### config.mk
export PLATFORM = sky130hd
export DESIGN_NAME = snr_front
export DESIGN_NICKNAME = d
export VERILOG_FILES = /design/src/design/snr_pkg.sv /design/src/design/snr_front.sv
export SDC_FILE = /design/constraint.sdc
export NUM_CORES = 2
export LEC_CHECK = 0
export BUFFER_PORTS_ARGS = -buffer_cell sky130_fd_sc_hd__buf_4
export CORE_ASPECT_RATIO = 2
export CORE_MARGIN = 1.5
export CORE_UTILIZATION = 30
export CTS_CLUSTER_DIAMETER = 150
export DETAILED_ROUTE_END_ITERATION = 7
export MAX_ROUTING_LAYER = met4
export PLACE_DENSITY = 0.49
export RECOVER_POWER = 100
export SYNTH_ARGS = -nofsm -noshare
export SYNTH_HDL_FRONTEND = slang
export SYNTH_SLANG_ARGS = --single-unit
export TNS_END_PERCENT = 30
### constraint.sdc
create_clock -name clk -period 17.8 [get_ports clk]
set_input_delay 3.56 -clock clk [delete_from_list [all_inputs] [get_ports clk]]
set_output_delay 3.56 -clock clk [all_outputs]
set_load 0.005 [all_outputs]
### src/design/snr_pkg.sv
// Types and constants of the refraction pipeline.
// Used by the front stage, queue, back pipeline and top level.
`timescale 1ns / 1ps
package snr_pkg;

	localparam int RATIO_W = 31;   // quotient bits of eta_i * 2^16 / eta_t
	localparam int SQ_STEPS = 15;  // root bits of k in Q.28
	localparam logic [28:0] ONE_Q28 = 29'h1000_0000;

	// one classified ray hit as it crosses the queue
	typedef struct packed {
		logic [2:0][15:0] a;      // incident vector, signed Q2.14
		logic [2:0][16:0] n;      // normal after flip, signed
		logic [28:0]      c;      // |cosi|, Q.28
		logic [14:0]      eta_i;
		logic [14:0]      eta_t;  // never zero
	} snr_item_t;

	// divider stage contents
	typedef struct packed {
		snr_item_t        it;
		logic [14:0]      rem;
		logic [RATIO_W-1:0] q;
	} snr_div_t;

	// payload carried through the root stages
	typedef struct packed {
		logic [2:0][15:0]   a;
		logic [2:0][16:0]   n;
		logic [RATIO_W-1:0] ratio;
		logic [43:0]        coef0;  // floor(ratio*c) in Q.28
		logic               tir;
		logic [28:0]        rem;
		logic [14:0]        res;
	} snr_sq_t;

endpackage

### src/design/snr_front.sv
// Front stage: accepts hits, forms the clamped dot product, picks the side.
// Depends on snr_pkg.
`timescale 1ns / 1ps
module snr_front (
	input  logic                   clk,
	input  logic                   arst_n,
	input  logic                   push,
	output logic                   full,
	input  logic signed [15:0]     inc_x,
	input  logic signed [15:0]     inc_y,
	input  logic signed [15:0]     inc_z,
	input  logic signed [15:0]     nrm_x,
	input  logic signed [15:0]     nrm_y,
	input  logic signed [15:0]     nrm_z,
	input  logic [14:0]            index_outside,
	input  logic [14:0]            index_inside,
	input  logic                   q_full,
	output logic                   q_push,
	output snr_pkg::snr_item_t     q_item
);
	import snr_pkg::*;

	logic                f_en;
	logic                v_s1, v_s2;
	logic signed [31:0]  px_s1, py_s1, pz_s1;
	logic [2:0][15:0]    a_s1, n_s1;
	logic [14:0]         ei_s1, et_s1;
	snr_item_t           item_s2, item_d;
	logic signed [33:0]  dot;
	logic signed [33:0]  cosi;
	logic [14:0]         et_sel;

	// whole front holds while the queue refuses its head
	assign f_en   = !(v_s2 && q_full);
	assign full   = !f_en;
	assign q_push = v_s2 && !q_full;
	assign q_item = item_s2;

	// valid bits
	always_ff @(posedge clk or negedge arst_n) begin
		if (!arst_n) begin
			v_s1 <= 1'b0;
			v_s2 <= 1'b0;
		end else if (f_en) begin
			v_s1 <= push;
			v_s2 <= v_s1;
		end
	end

	// stage 1: the three products
	always_ff @(posedge clk) begin
		if (f_en) begin
			px_s1 <= inc_x * nrm_x;
			py_s1 <= inc_y * nrm_y;
			pz_s1 <= inc_z * nrm_z;
			a_s1  <= {inc_z, inc_y, inc_x};
			n_s1  <= {nrm_z, nrm_y, nrm_x};
			ei_s1 <= index_outside;
			et_s1 <= index_inside;
		end
	end

	// stage 2: sum, clamp, entering or leaving
	always_comb begin
		dot = 34'(px_s1) + 34'(py_s1) + 34'(pz_s1);
		if (dot > $signed({5'b0, ONE_Q28}))
			cosi = $signed({5'b0, ONE_Q28});
		else if (dot < -$signed({5'b0, ONE_Q28}))
			cosi = -$signed({5'b0, ONE_Q28});
		else
			cosi = dot;
		item_d.a = a_s1;
		if (cosi < 0) begin
			item_d.c     = 29'(-cosi);
			item_d.eta_i = ei_s1;
			et_sel       = et_s1;
			for (int i = 0; i < 3; i++)
				item_d.n[i] = {n_s1[i][15], n_s1[i]};
		end else begin
			item_d.c     = cosi[28:0];
			item_d.eta_i = et_s1;
			et_sel       = ei_s1;
			for (int i = 0; i < 3; i++)
				item_d.n[i] = 17'(-$signed({n_s1[i][15], n_s1[i]}));
		end
		// zero divisor reads as the smallest code
		item_d.eta_t = (et_sel == 15'd0) ? 15'd1 : et_sel;
	end

	always_ff @(posedge clk) begin
		if (f_en)
			item_s2 <= item_d;
	end

endmodule

; After elaboration in Yosys (flattened, before gate mapping)
; Index checks and enable logic that the tools add are counted.
[totals]
reg_bits = 382
wordCells = 42
inputBits = 130
[classes]
n_reduce_logical = 4
multipliers = 3
add_sub_neg = 6
n_mux = 4
magnitude_cmp = 3
[ops]
columns = cell, n
row1 = 16-bit by 16-bit multiplier with 32-bit output, 3
row2 = 95-bit 2-to-1 mux, 1
row3 = 34-bit 2-to-1 mux, 2
row4 = 16-bit negation with 17-bit output, 3
row5 = 33-bit by 32-bit adder with 34-bit output, 1
row6 = 34-bit by 30-bit > comparator with 1-bit output (second input constant), 1
row7 = 34-bit by 1-bit less-than comparator with 1-bit output (second input constant), 1
row8 = 34-bit by 29-bit less-than comparator with 1-bit output (second input constant), 1
row9 = 32-bit by 32-bit adder with 33-bit output, 1
row10 = 29-bit negation, 1
row11 = 15-bit logical NOT, 1
row12 = 15-bit 2-to-1 mux, 1
row13 = 1-bit logical AND, 2
row14 = 1-bit logical NOT, 1

; Depth between registers and ports, before layout
[logic_depth]
depth_word = 8
ltp_mapped = 28
mapped_depth_nobuf = 27

; Worst setup path before layout
; OpenSTA, ideal clock, no wires.
[synth_path]
path_type = input to output
startpoint = in q_full
endpoint = out full
arrival_ns = 12.019
cell_stages = 2
setup_slack_ns = 2.221
n_path_buf = 0
cell_sequence = nand2_1 > inv_1
[synth_via]
elab_chain_len = 1
[synth_rtl]
columns = item, line
row1 = from (decl), snr_front.sv:17  ; input logic q_full,
row2 = 1-bit logical AND, snr_front.sv:34  ; assign f_en = !(v_s2 && q_full);
row3 = to (decl), snr_front.sv:8  ; output logic full,
; No other way between the ends.

; Worst setup path in the final report
[layout_path]
startpoint = in q_full
endpoint = reg pz_s1[26] (enable)
[layout_via]
elab_chain_len = 1
[layout_rtl]
columns = item, line
row1 = 1-bit logical AND, snr_front.sv:34
row2 = to (signal assigned), snr_front.sv:55  ; pz_s1 <= inc_z * nrm_z;
row3 = to (decl), snr_front.sv:25  ; logic signed [31:0] px_s1, py_s1, pz_s1;
; No other way between the ends.
; A chain may end at the register's enable or synchronous reset.

==> flow_summary.toml <==
[clock_network]
post_cts_buffers = 0
cts-buffers-inserted = 40
number_of_resized_instances_in_the_post_cts_repair_step = 0
cts-root-to-sink-buffers = 3
cts_tree = "done"
ctsHtreeMaxLevel = 2
clk_latency_ns = 0.65
cts_root_buf = "clkbuf_16"
tritoncts_num_sinks = 382
cts-hold-fix-buffers = 0
cts.reportedPaths.clkPinSlew_ns = 0.08

[sta]
period_minus_slack_ns = 11.67
period_share = 0.655
hold_violations = 0
setup_viol = 0
finClkSkew_ns = 0.0326
tightest_slew_ns = 4.00
final-max-slew-violation-count = 482
grt_setup_unrepaired = "false"
fmax_mhz = 85.7
fin_worst_hold_slack_ns = 0.400
relative_slew_slack = -1.66
setup_total_negative_slack_ns = 0

[outcome]
violated_checks = "max-capacitance violations, max-slew violations"
status = "complete, but fails checks"

[synth]
ys.flop_type = "edfxtp_1"
synth.area.top_cells = "fa_1 (36%), edfxtp_1 (25%), ha_1 (7.7%), inv_1 (7.4%), and2_1 (5.2%)"
synth-seq-area-share = 0.251
synth.ff_latch_count = 382
synthesis.yosys.warnings = 0
synthesis.instances = 4342
syn_area_um2 = 45700
synth_top_cell_area_share = 0.359
synth-edff-count = 380
ranking_of_synthesized_cells_by_instance_count = "inv_1 (904), fa_1 (819), nand2_1 (526)"
yosys.area.top_type = "fa_1"
yosysMostFrequentCell = "inv_1"
yosys.cell_types.count = 85
post_synth.cell_area_avg_um2 = 10.5
synthArstFlopShare = 0.00524
mappedNetlistNets = 5574

[critical_path]
r2r_setup_slack_ns = 7.86
start_kind = "primary input"
endpoint_kind_of_the_worst_setup_timing_path = "register"
critical_path_class = "in2reg"
worst-path-max-fanout = 64
required_ns = 17.96
cp.arrival_ns = 11.82

[global_route]
initial_antenna_violation_count = 3
total_track_usage = 0.175
wire_length_of_the_first_global_routing_pass_um = 199000
overflow = 0
number_of_global_route_vias_before_repair = 34948
maximum_number_of_pins_on_one_net_before_global_route_repair = 74

[floorplan]
fp.dieW_um = 279
core_area_um2 = 151000
die_h_um = 555
ios = 290
initial_core_util = 0.302
row_count = 202
floorplan.die_area_um2 = 155000

[route]
route.detailed.drc = 0
first_iter_violations = 1207
postRouteAntennaNets = 0
drt_pass_1_iters = 5
detail_route.wirelength_um = 127000
vias = 30705
route.detailed.wl_per_inst_um = 19.5
detail_route.vias_per_cell = 4.71

[layout]
finish.net_count = 5778
final.fill_count = 15465
syn_to_final_growth_pct = 10.8
final_layout_size_suffix_gt1_frac = 0.0540

[flow_run]
timing.max_cap.violations = 8

[placed_design]
dp_hpwl_um = 104000
finalWeightedCongestion = 0.896
port-buffer-count = 289

[hold_path]
hold_path.class = "reg2reg"
[per-layer routing]
metal  track usage  wire [µm]  up-vias
met5             -          0        -
met4        0.0937       7420        0
met3        0.0146       3260      250
met2         0.346      75000      588
met1         0.164      41700    15960
li1              -          -    13907
[cell type report]
| cell class | count | area, µm² | area share |
|---|---|---|---|
| diodes | 3 | 7.51 | 0.000148 |
| clock buffers | 49 | 1080 | 0.0212 |
| clock inverters | 25 | 322 | 0.00635 |
| inverters | 904 | 3390 | 0.0670 |
| multi-input cells | 2921 | 30300 | 0.598 |
| flip-flops and latches | 382 | 11500 | 0.226 |
| well taps | 1938 | 2420 | 0.0479 |
| repair buffers | 297 | 1690 | 0.0333 |
[cell families after synthesis]
| logic type | Yosys count | share of synthesized area |
|---|---|---|
| fa+ha+maj | 1102 | 0.436 |
| flops | 382 | 0.251 |
| compound gates | 396 | 0.0576 |
| mux | 3 | 0.000712 |
| xor+xnor | 180 | 0.0347 |
| simple gates | 1240 | 0.134 |
| buf+inv | 1039 | 0.0862 |
[worst paths after layout]
path | from | end | cells after the start
max in group asynchronous | arst_n | v_s2$_DFFE_PN0N_ | 1
min in group asynchronous | arst_n | v_s1$_DFFE_PN0N_ | 1
hold reg to reg | a_s1[0]$_DFFE_PN_ | q_item[110]$_DFFE_PN_ | 0
setup reg to reg | pz_s1[1]$_DFFE_PN_ | q_item[54]$_DFFE_PN_ | 21
hold / removal | a_s1[0]$_DFFE_PN_ | q_item[110]$_DFFE_PN_ | 0
setup / recovery | q_full | pz_s1[26]$_DFFE_PN_ | 5
[critical path, stage by stage]
cell and delay (ns):
clkbuf_4 0.12, nand2_1 0.97, clkbuf_1 1.85, clkbuf_1 2.65, clkbuf_1 2.56
[stage by stage]
stage / setup slack [ns] / cell area (µm²) / utilization / cells
finish: 6.13 / 50700 / 0.335 / 6519
global route: 5.07 / 50700 / 0.335 / 6519
CTS: 7.94 / 51200 / 0.338 / 6516
detailed placement: 7.28 / 49800 / 0.329 / 6442
global placement: 7.29 / 49800 / 0.329 / 6442
floorplan: 2.22 / 45700 / - / 4342
[state kept, by name, indices dropped and copies added (netlist names)]
register,cells
a_s1,48
ei_s1,15
et_s1,15
n_s1,48
px_s1,32
py_s1,32
pz_s1,32
q_item,158
v_s1,1
v_s2,1
[placed cells by master (no fill, tap or decap), types with 41 or more instances in the layout]
master / Yosys / routed
inv_1: 904 / 904
fa_1: 819 / 819
nand2_1: 526 / 526
edfxtp_1: 380 / 380
and2_1: 381 / 360
ha_1: 283 / 283
clkbuf_1: 120 / 151
clkbuf_4: 0 / 151
a21oi_1: 134 / 134
xnor2_1: 133 / 133
nor2_1: 129 / 129
o21ai_0: 68 / 68
xor2_1: 46 / 46
clkbuf_16: 0 / 41
Power is left out: the tool's default activity adds up to more than one toggle a clock period on the data nets, which glitch-free logic cannot reach.
