**src/design/snr_pkg.sv**
```systemverilog
// Types and constants of the refraction pipeline.
// Used by the front stage, queue, back pipeline and top level.
`timescale 1ns / 1ps
package snr_pkg;

	localparam int RATIO_W = 31;   // quotient bits of eta_i * 2^16 / eta_t
	localparam int SQ_STEPS = 15;  // root bits of k in Q.28
	localparam logic [28:0] ONE_Q28 = 29'h1000_0000;

	// one classified ray hit as it crosses the queue
	typedef struct packed {
		logic [2:0][15:0] a;      // incident vector, signed Q2.14
		logic [2:0][16:0] n;      // normal after flip, signed
		logic [28:0]      c;      // |cosi|, Q.28
		logic [14:0]      eta_i;
		logic [14:0]      eta_t;  // never zero
	} snr_item_t;

	// divider stage contents
	typedef struct packed {
		snr_item_t        it;
		logic [14:0]      rem;
		logic [RATIO_W-1:0] q;
	} snr_div_t;

	// payload carried through the root stages
	typedef struct packed {
		logic [2:0][15:0]   a;
		logic [2:0][16:0]   n;
		logic [RATIO_W-1:0] ratio;
		logic [43:0]        coef0;  // floor(ratio*c) in Q.28
		logic               tir;
		logic [28:0]        rem;
		logic [14:0]        res;
	} snr_sq_t;

endpackage

```
**src/design/snr_queue.sv**
```systemverilog
// Short queue of classified hits between the front and back parts.
// Depends on snr_pkg.
`timescale 1ns / 1ps
module snr_queue #(
	parameter int DEPTH = 4
) (
	input  logic               clk,
	input  logic               arst_n,
	input  logic               push,
	input  snr_pkg::snr_item_t wdata,
	output logic               full,
	input  logic               pop,
	output snr_pkg::snr_item_t rdata,
	output logic               empty
);
	import snr_pkg::*;

	localparam int PW = (DEPTH > 1) ? $clog2(DEPTH) : 1;
	localparam int CW = $clog2(DEPTH + 1);

	snr_item_t       mem_q [DEPTH];
	logic [PW-1:0]   wr_q, rd_q;
	logic [CW-1:0]   cnt_q;

	assign full  = (cnt_q == CW'(DEPTH));
	assign empty = (cnt_q == '0);
	assign rdata = mem_q[rd_q];

	// storage
	always_ff @(posedge clk) begin
		if (push && !full)
			mem_q[wr_q] <= wdata;
	end

	// pointers and fill count
	always_ff @(posedge clk or negedge arst_n) begin
		if (!arst_n) begin
			wr_q  <= '0;
			rd_q  <= '0;
			cnt_q <= '0;
		end else begin
			if (push && !full)
				wr_q <= (wr_q == PW'(DEPTH - 1)) ? '0 : wr_q + 1'b1;
			if (pop && !empty)
				rd_q <= (rd_q == PW'(DEPTH - 1)) ? '0 : rd_q + 1'b1;
			if ((push && !full) && !(pop && !empty))
				cnt_q <= cnt_q + 1'b1;
			else if (!(push && !full) && (pop && !empty))
				cnt_q <= cnt_q - 1'b1;
		end
	end

endmodule

```
**config.mk**
```make
export PLATFORM = sky130hd
export DESIGN_NAME = snr_queue
export DESIGN_NICKNAME = d
export VERILOG_FILES = /design/src/design/snr_pkg.sv /design/src/design/snr_queue.sv
export SDC_FILE = /design/constraint.sdc
export NUM_CORES = 1
export LEC_CHECK = 0
export ABC_CLOCK_PERIOD_IN_PS = 7910
export CORE_MARGIN = 2
export CORE_UTILIZATION = 45
export DETAILED_ROUTE_END_ITERATION = 12
export DONT_BUFFER_PORTS = 1
export MAX_ROUTING_LAYER = met4
export PLACE_DENSITY_LB_ADDON = 0.2
export SYNTH_ARGS = -nofsm -noshare
export SYNTH_HDL_FRONTEND = slang
export SYNTH_SLANG_ARGS = --single-unit
```
**constraint.sdc**
```tcl
create_clock -name clk -period 7.91 [get_ports clk]
set_input_delay 2.373 -clock clk [delete_from_list [all_inputs] [get_ports clk]]
set_output_delay 2.373 -clock clk [all_outputs]
set_load 0.01 [all_outputs]
```
Yosys cells after proc, flatten, opt, wreduce, memory -nomap -nowiden. Memories as Yosys holds them, arrays and structs flattened. Cells that the tools add are included. Widths: inputs -> output; s select.

Memories kept: 1. Bits in writable memories: 632. Bits in read-only memories: 0. Output and inout bits: 160. Register bits: 7. Latch bits: 0.

Div/mod/pow operators: 0. Equal/unequal tests: 3. Muxes and demuxes: 6. Shift-type cells: 0. $mul: 0. Magnitude comparators: 0. Add/subtract/negate cells: 4. Reduce and logical (&&, ||, !) cells: 10. Bitwise gates (word level): 0.

Memories: mem_q (words 4, width 158, read ports 1, clocked after Yosys merged registers in 0, write ports 1, RTL line snr_queue.sv:21) `snr_item_t mem_q [DEPTH];`.

Operators by type and width (count): $mux 3 (2); $add 2x1->2 const B (2); $eq 2x2->1 const B (2); $logic_and 1x1->1 (4); $logic_not 1->1 (4); $mux 2 (2); $add 3x1->3 const B (1); $eq 3x3->1 const B (1); $logic_not 3->1 (1); $sub 3x1->3 const B (1); $mux 1 (2); $reduce_bool 2->1 (1).

Logic depth before layout (Yosys ltp). Gate-level depths: netlist (run 1).

Depth after elaboration: 7. Gate-level depth with buffers: 8.

Worst setup path after synthesis (run 1). Ideal clock, no wire load.

Path kind: input -> register. Start point: input push. End point: memory mem_q[3][0] (netlist name) (enable). Slack: -1.813 ns. Cell stages on the path: 2. Library setup time: 0.682 ns. Arrival time: 9.041 ns. Data required time: 7.228 ns. Cells stage by stage: nand2_1 nor2_1.

Longest elaborated chain between the ends: 3.

Ends and longest elaborated chain: from (decl) (RTL line snr_queue.sv:9) `input logic push,`; $logic_and 1x1->1 (RTL line snr_queue.sv:31) `if (push && !full)`; $mux 1 (RTL line snr_queue.sv:31); $mux 1 (not written as such) (RTL line snr_queue.sv:32) `mem_q[wr_q] <= wdata;`; to (decl) (RTL line snr_queue.sv:21).

No other way between the ends.

==> results of run 1 <==
worst max-delay path by stage:
stage | to | start | slack, ps | cells past startpoint
6_report | rdata[34] | rd_q[0]$_DFFE_PN0P_ | 2680 | 2
5_1_grt | rdata[135] | rd_q[0]$_DFFE_PN0P_ | 2430 | 2
4_1_cts | rdata[135] | rd_q[0]$_DFFE_PN0P_ | 2530 | 2
3_5_place_dp | mem_q[0][7]$_DFFE_PP_ | push | 3050 | 3
3_3_place_gp | mem_q[0][143]$_DFFE_PP_ | push | 3100 | 3
2_1_floorplan | mem_q[3][0]$_DFFE_PP_ | push | 930 | 2
synth_stat cells (all sizes together):
master,number,share of area (%)
edfxtp,632,82
mux4,158,15
buf,31,1.0
dfrtp,7,0.75
ha,6,0.32
clkbuf,5,0.081
mux2,4,0.19
and2,3,0.081
inv,3,0.048
nor2,3,0.048
nor3,2,0.043
xor2,2,0.075
a21o,1,0.032
fa,1,0.086
nand2,1,0.016
nor2b,1,0.027
nor3b,1,0.054
o31ai,1,0.032
xnor2,1,0.038
registers in the layout (all words and copies together) (netlist names):
register and flops:
mem_q 632, cnt_q 3, rd_q 2, wr_q 2
where the power goes:
group | internal, mW | total, mW | switching [mW]
clock | 1.66 | 2.89 | 1.22
combinational | 0.946 | 2.36 | 1.41
sequential | 4.47 | 4.73 | 0.255
total | 7.08 | 9.97 | 2.89
per-layer routing:
layer  wire length [µm]  part of all wire (%)  GRT usage, %  vias up
met5                  0                     0             -        -
met4                767                   1.8          5.26        0
met3               4940                    11          8.22       63
met2              20600                    47          24.9      294
met1              17300                    40          21.1     4862
li1                   -                     -             -     3846
logic make-up after synthesis:
group | Yosys count | synth area share (%)
flops | 639 | 82.5
mux | 162 | 15.5
buf+inv | 39 | 1.13
simple gates | 11 | 0.269
fa+ha+maj | 7 | 0.410
xor+xnor | 3 | 0.113
compound gates | 2 | 0.0647
final cells by class:
class / count / share of cell area (%)
well taps: 680 / 3.27
clock inverters: 32 / 0.909
diodes: 1 / 0.00962
flip-flops and latches: 639 / 73.7
multi-input cells: 185 / 14.7
clock buffers: 83 / 6.84
inverters: 3 / 0.0433
repair buffers: 14 / 0.596
cell usage in the layout (no fill, tap or decap):
cell type and instances:
edfxtp_1 632, mux4_2 158, clkbuf_16 69, clkinv_1 15, clkbuf_1 14, buf_4 10
ha_1 6, clkinv_2 6, dfrtp_1 5, mux2_2 4, buf_12 4, inv_1 3
and2_4 3, inv_6 3, clkinvlp_4 3, nor3_1 2, nor2_1 2, xor2_1 2
bufinv_16 2, clkinv_8 2, dfrtp_4 2, diode_2 1, nor3b_2 1, nor2b_1 1
o31ai_1 1, nand2_1 1, nor2_4 1, a21o_1 1, xnor2_1 1, fa_1 1
clkinv_4 1
per-stage QoR:
stage	power, mW	setup slack (ps)	instances
6_report	9.97	2680	1637
5_1_grt	10.4	2430	1637
4_1_cts	10.2	2530	1636
3_5_place_dp	7.26	3050	1521
3_3_place_gp	7.23	3100	1521
2_1_floorplan	6.68	934	863
==> summary.md, run 1 <==
| Metric | Value |
|---|---|
| Status | `complete, no violations` |
| RSZ-0062 raised after global routing | `false` |
| Crit-path max FO | `80` |
| Avg WL per Cell | `26.6 µm` |
| CTS tree | `done` |
| Post-layout nets | `1,079` |
| Syn-to-layout area delta | `12.0%` |
| Longest Clk Path Bufs | `3` |
| Tcrit/Tclk final | `66.2%` |
| Worst flop-to-flop path endpoint | `mem_q[0][3]$_DFFE_PP_` |
| Reg clk slew, reported paths | `60 ps` |
| Required @ worst endpoint | `5540 ps` |
| Final Util | `between 50% and 60%` |
| Final worst path period need | `5230 ps` |
| Reg2Reg Depth | `4` |
| I/O Buffers | `0` |
| Layout cell share with drive strength beyond 1 | `28.1%` |
| Filler cells | `around 4,000` |
| Peak VDD IR | `0.000233 V` |
| # DRC | `0` |
| Worst Skew | `17.5 ps` |
| Cell count after synthesis | `863` |
| RR Startpoint | `cnt_q[2]$_DFFE_PN0P_` |
| # setup viols final | `0` |
| First-pass GRT wire length | `64,200 µm` |
| CP endpoint kind | `primary output` |
| Reg2Reg Setup Slack | `4850 ps` |
| Die area | `53,400 µm²` |
| Maxcap violations | `0` |
| Cts bufs inserted | `67` |
| Post-Syn Area per Cell | `26.9 µm²` |
| Max stage delay on crit path | `860 ps` |
| Maximum clock rate | `around 190 MHz` |
| Placed Area | `between 20,000 and 25,000 µm²` |
| Rel. slew slack | `24.4%` |
| DRT Wirelength | `43,600 µm` |
| CP Launch Type | `flip-flop` |
| Core Footprint | `51,200 µm²` |
| HP Start | `cnt_q[2]$_DFFE_PN0P_` |
| Worst slew pin tran | `1130 ps` |
| Slew Viols, Final | `0` |
| Post-DP HPWL | `25,000 µm` |
| WP buf/inv | `1` |
| Synth Register Bits | `~640` |
| Sequential share of the synthesized area | `82.5%` |
| Hold slack | `514 ps` |
| CP top delay family | `flip-flops` |
| Iteration-0 DRC Markers | `533` |
| Worst Path Arrival | `approximately 2900 ps` |
| Worst hold path class | `reg -> reg` |
| Setup CP Type | `reg -> out` |
| CTS resizes | `0` |
| Die width | `231 µm` |
| Sinks on Clock Net | `639` |
| Ys Warns | `0` |
| Total global routing overflow | `0` |
| Vias in the first global route | `9,667` |
| Root Driver | `clkbuf_16` |
| P_leak | `about 8.0 nW` |
| PD cells | `~380 nW/µm²` |
| Syn nets | `1,032` |
| Starting Density | `45.4%` |
| Die Y | `~230 µm` |
| Vias | `around 9,100` |
| Largest net degree at the start of global routing | `95` |
| DR pass1 iterations | `4` |
| Io pins | `approximately 320` |
| Initial antenna violation count | `1` |
| Hold EP | `cnt_q[2]$_DFFE_PN0P_` |
| Critical Path, Cell by Cell | `buf_12, mux4_2` |
| Final setup TNS | `0 ps` |
| Synthesized area | `23,200 µm²` |
| Setup Buffers After CTS | `0` |
| Hold bufs inserted after CTS | `0` |
| Routability cong. | `0.723` |
| FF+latch area | `19,200 µm²` |
| Synth unique cells | `21` |
| Final Hold Fails | `0` |
| Vias per std cell | `5.54` |
| ANT nets after route | `0` |
| Hold Crit Depth | `1` |
| Layout Cell Area excl Fill | `between 20,000 and 30,000 µm²` |
| GRT Total Usage | `17.0%` |
| Area occupied by multi-input gates | `3820 µm²` |
| # H-tree levels | `3` |
| Row cnt | `83` |
| Slowest CP cell | `dfrtp_4` |
| Clk_lat worst skew | `590 ps` |
Note: power is estimated with default switching activity, not from simulation.
==> inputs of run 2 (changes only) <==
ABC_CLOCK_PERIOD_IN_PS = 5290   (was 7910)
clock period = 5.29 ns   (was 7.91 ns; I/O delays follow)
==> run 2 against run 1 <==
  * First-iteration DRC count shrank 4.5%
  * Global-route usage is 0.23 points higher
  * Sequential cell count is the same
  * Clock power increased by 59%
  * Critical path depth unchanged
  * Clock-buffer cell count is 2 higher
  * Routed wire length increased by 1.5%
  * Power grew 54%
  * Clock skew up 0.79 ps
  * Critical path type unchanged
  * Critical endpoint is now rdata[78]
  * Highest routed layer unchanged
==> summary.md, run 2 (synthesis results as in run 1) <==
| Metric | Value |
|---|---|
| DRT Wirelength | `44,300 µm (+1.5%)` |
| Cts bufs inserted | `67 (unchanged)` |
| Worst hold path class | `reg -> reg` |
| Most frequent cells in the layout | `edfxtp_1 (632), mux4_2 (158), clkbuf_16 (71), buf_4 (25), clkbuf_1 (14)` |
| Area occupied by multi-input gates | `3820 µm² (unchanged)` |
| Hold EP | `cnt_q[2]$_DFFE_PN0P_` |
| RSZ-0062 raised after global routing | `false` |
| Required @ worst endpoint | `3700 ps (-1840 ps)` |
| Max stage delay on crit path | `990 ps (+130 ps)` |
| Post-DP HPWL | `26,900 µm (+7.6%)` |
| Layout cell share with drive strength beyond 1 | `30.5% (+2.3 points)` |
| Placed Area | `24,300 µm² (+1.2%)` |
| Maximum clock rate | `238 MHz` |
| HP Start | `cnt_q[2]$_DFFE_PN0P_` |
| Layout Cell Area excl Fill | `26,500 µm² (+1.7%)` |
| Final setup TNS | `0 ps (unchanged)` |
| ANT nets after route | `0 (unchanged)` |
| Hold bufs inserted after CTS | `0 (unchanged)` |
| Io pins | `322 (unchanged)` |
| Longest Clk Path Bufs | `3 (unchanged)` |
| WP buf/inv | `1 (unchanged)` |
| First-pass GRT wire length | `64,900 µm (+1.1%)` |
| Initial antenna violation count | `0 (-1)` |
| Setup CP Type | `reg -> out` |
| CTS tree | `done` |
| Row cnt | `83 (unchanged)` |
| I/O Buffers | `0 (unchanged)` |
| Sinks on Clock Net | `639 (unchanged)` |
| DR pass1 iterations | `5 (+1)` |
| Vias per std cell | `5.49 (-0.89%)` |
| Reg2Reg Depth | `4 (unchanged)` |
| Die width | `231 µm (unchanged)` |
| Root Driver | `clkbuf_16` |
| Slowest CP cell | `dfrtp_4` |
| Filler cells | `3,866 (-2.2%)` |
| Max reg flops | `632 (unchanged)` |
| Reg2Reg Setup Slack | `2690 ps (-2160 ps)` |
| Critical Path, Cell by Cell | `buf_4, mux4_2` |
| PD cells | `581 nW/µm² (+52%)` |
| Rel. slew slack | `22.4% (-1.9 points)` |
| FF+latch area | `19,200 µm² (unchanged)` |
| Maxcap violations | `0 (unchanged)` |
| # setup viols final | `0 (unchanged)` |
| Crit path from | `rd_q[0]$_DFFE_PN0P_` |
| Syn-to-layout area delta | `14.0%` |
| Vias | `9,138 (+0.81%)` |
| Status | `complete, no violations` |
| Core Footprint | `51,200 µm² (unchanged)` |
| Avg WL per Cell | `26.6 µm (-0.19%)` |
| Post-layout nets | `1,103 (+2.2%)` |
| Most common library cell in the layout ignoring fill and taps | `edfxtp_1` |
| Routability cong. | `0.759 (+4.9%)` |
| Clk_lat worst skew | `580 ps (about the same)` |
| Final Hold Fails | `0 (unchanged)` |
| Final WS setup | `1080 ps (-1590 ps)` |
| Tcrit/Tclk final | `79.5%` |
| Total power draw | `15.4 mW (+54%)` |
| Largest Register | `mem_q` |
| Post-Place Worst Slack | `1580 ps (-1470 ps)` |
| Vias in the first global route | `9,940 (+2.8%)` |
| Reg clk slew, reported paths | `60 ps (about the same)` |
| CP top delay family | `flip-flops` |
| Final worst path period need | `4210 ps` |
| Worst flop-to-flop path endpoint | `mem_q[1][91]$_DFFE_PP_` |
| RR Startpoint | `cnt_q[2]$_DFFE_PN0P_` |
| P_leak | `8.28 nW (+3.0%)` |
| Hold Crit Depth | `1 (unchanged)` |
| GRT Total Usage | `17.3% (+0.23 points)` |
| Non-filler cells, final | `1,665 (+1.7%)` |
| CTS resizes | `0 (unchanged)` |
| CP Launch Type | `flip-flop` |
| # H-tree levels | `3 (unchanged)` |
| Total global routing overflow | `0 (unchanged)` |
| Largest net degree at the start of global routing | `62 (-35%)` |
| Die Y | `231 µm (unchanged)` |
| CP endpoint kind | `primary output` |
| ANT cells | `0 (-1)` |
| Die area | `53,400 µm² (unchanged)` |
| Worst Skew | `18.2 ps (+0.787 ps)` |
| Largest regs | `mem_q (632), cnt_q (3)` |
| Post-Place Cells | `1,545 (+1.6%)` |
| Iteration-0 DRC Markers | `509 (-4.5%)` |
| # DRC | `0 (unchanged)` |
| Peak VDD IR | `0.000344 V (+48%)` |
| Slew Viols, Final | `0 (unchanged)` |
| Worst slew pin tran | `1160 ps (+26.3 ps)` |
| Starting Density | `45.4% (unchanged)` |
| Worst Path Arrival | `2620 ps (-240 ps)` |
| Setup Buffers After CTS | `0 (unchanged)` |
| Crit-path max FO | `40 (-50%)` |
[run 2: cell count changes in the layout (fill, tap and decap cells not counted)]
| cell | delta |
|---|---|
| clkinv_8 | -2 |
| clkinvlp_4 | -1 |
| clkbuf_16 | +2 |
| buf_4 | +15 |
| inv_6 | -2 |
| buf_12 | +9 |
| clkinv_2 | +6 |
| diode_2 | -1 |
| clkinv_4 | -1 |
| bufinv_16 | +5 |
| clkinv_1 | -2 |
[run 2: per-stage QoR]
stage,hold slack (ps),utilization [%]
global route,530,51.7
CTS,520,51.7
global placement,497,47.4
floorplan,477,-
finish,527,51.7
detailed placement,504,47.4
[run 2: worst max-delay path by stage]
| stage | end | slack (ps) | cells past startpoint |
|---|---|---|---|
| 2_1_floorplan | mem_q[3][0]$_DFFE_PP_ | 880 | 2 |
| 3_3_place_gp | rdata[78] | 1570 | 2 |
| 3_5_place_dp | rdata[78] | 1580 | 2 |
| 4_1_cts | rdata[78] | 930 | 2 |
| 5_1_grt | rdata[78] | 850 | 2 |
| 6_report | rdata[78] | 1080 | 2 |
[run 2: per-layer routing]
layer	track usage [%]	up-vias	wire length, µm
met5	-	-	0
met4	4.60	0	725
met3	8.74	60	5240
met2	26.5	313	21800
met1	20.2	4875	16600
li1	-	3890	-
[run 2: final cells by class]
class | instances | area share (%)
clock inverter | 35 | 1.30
sequential | 639 | 72.4
inverter | 3 | 0.0426
clock buffer | 85 | 6.91
multi-input combinational | 185 | 14.4
timing repair buffer | 38 | 1.69
tap | 680 | 3.22
[run 2: where the power goes]
group / internal, mW / switching [mW]
clock: 2.78 / 1.82
combinational: 1.56 / 2.17
sequential: 6.67 / 0.369
total: 11.0 / 4.35
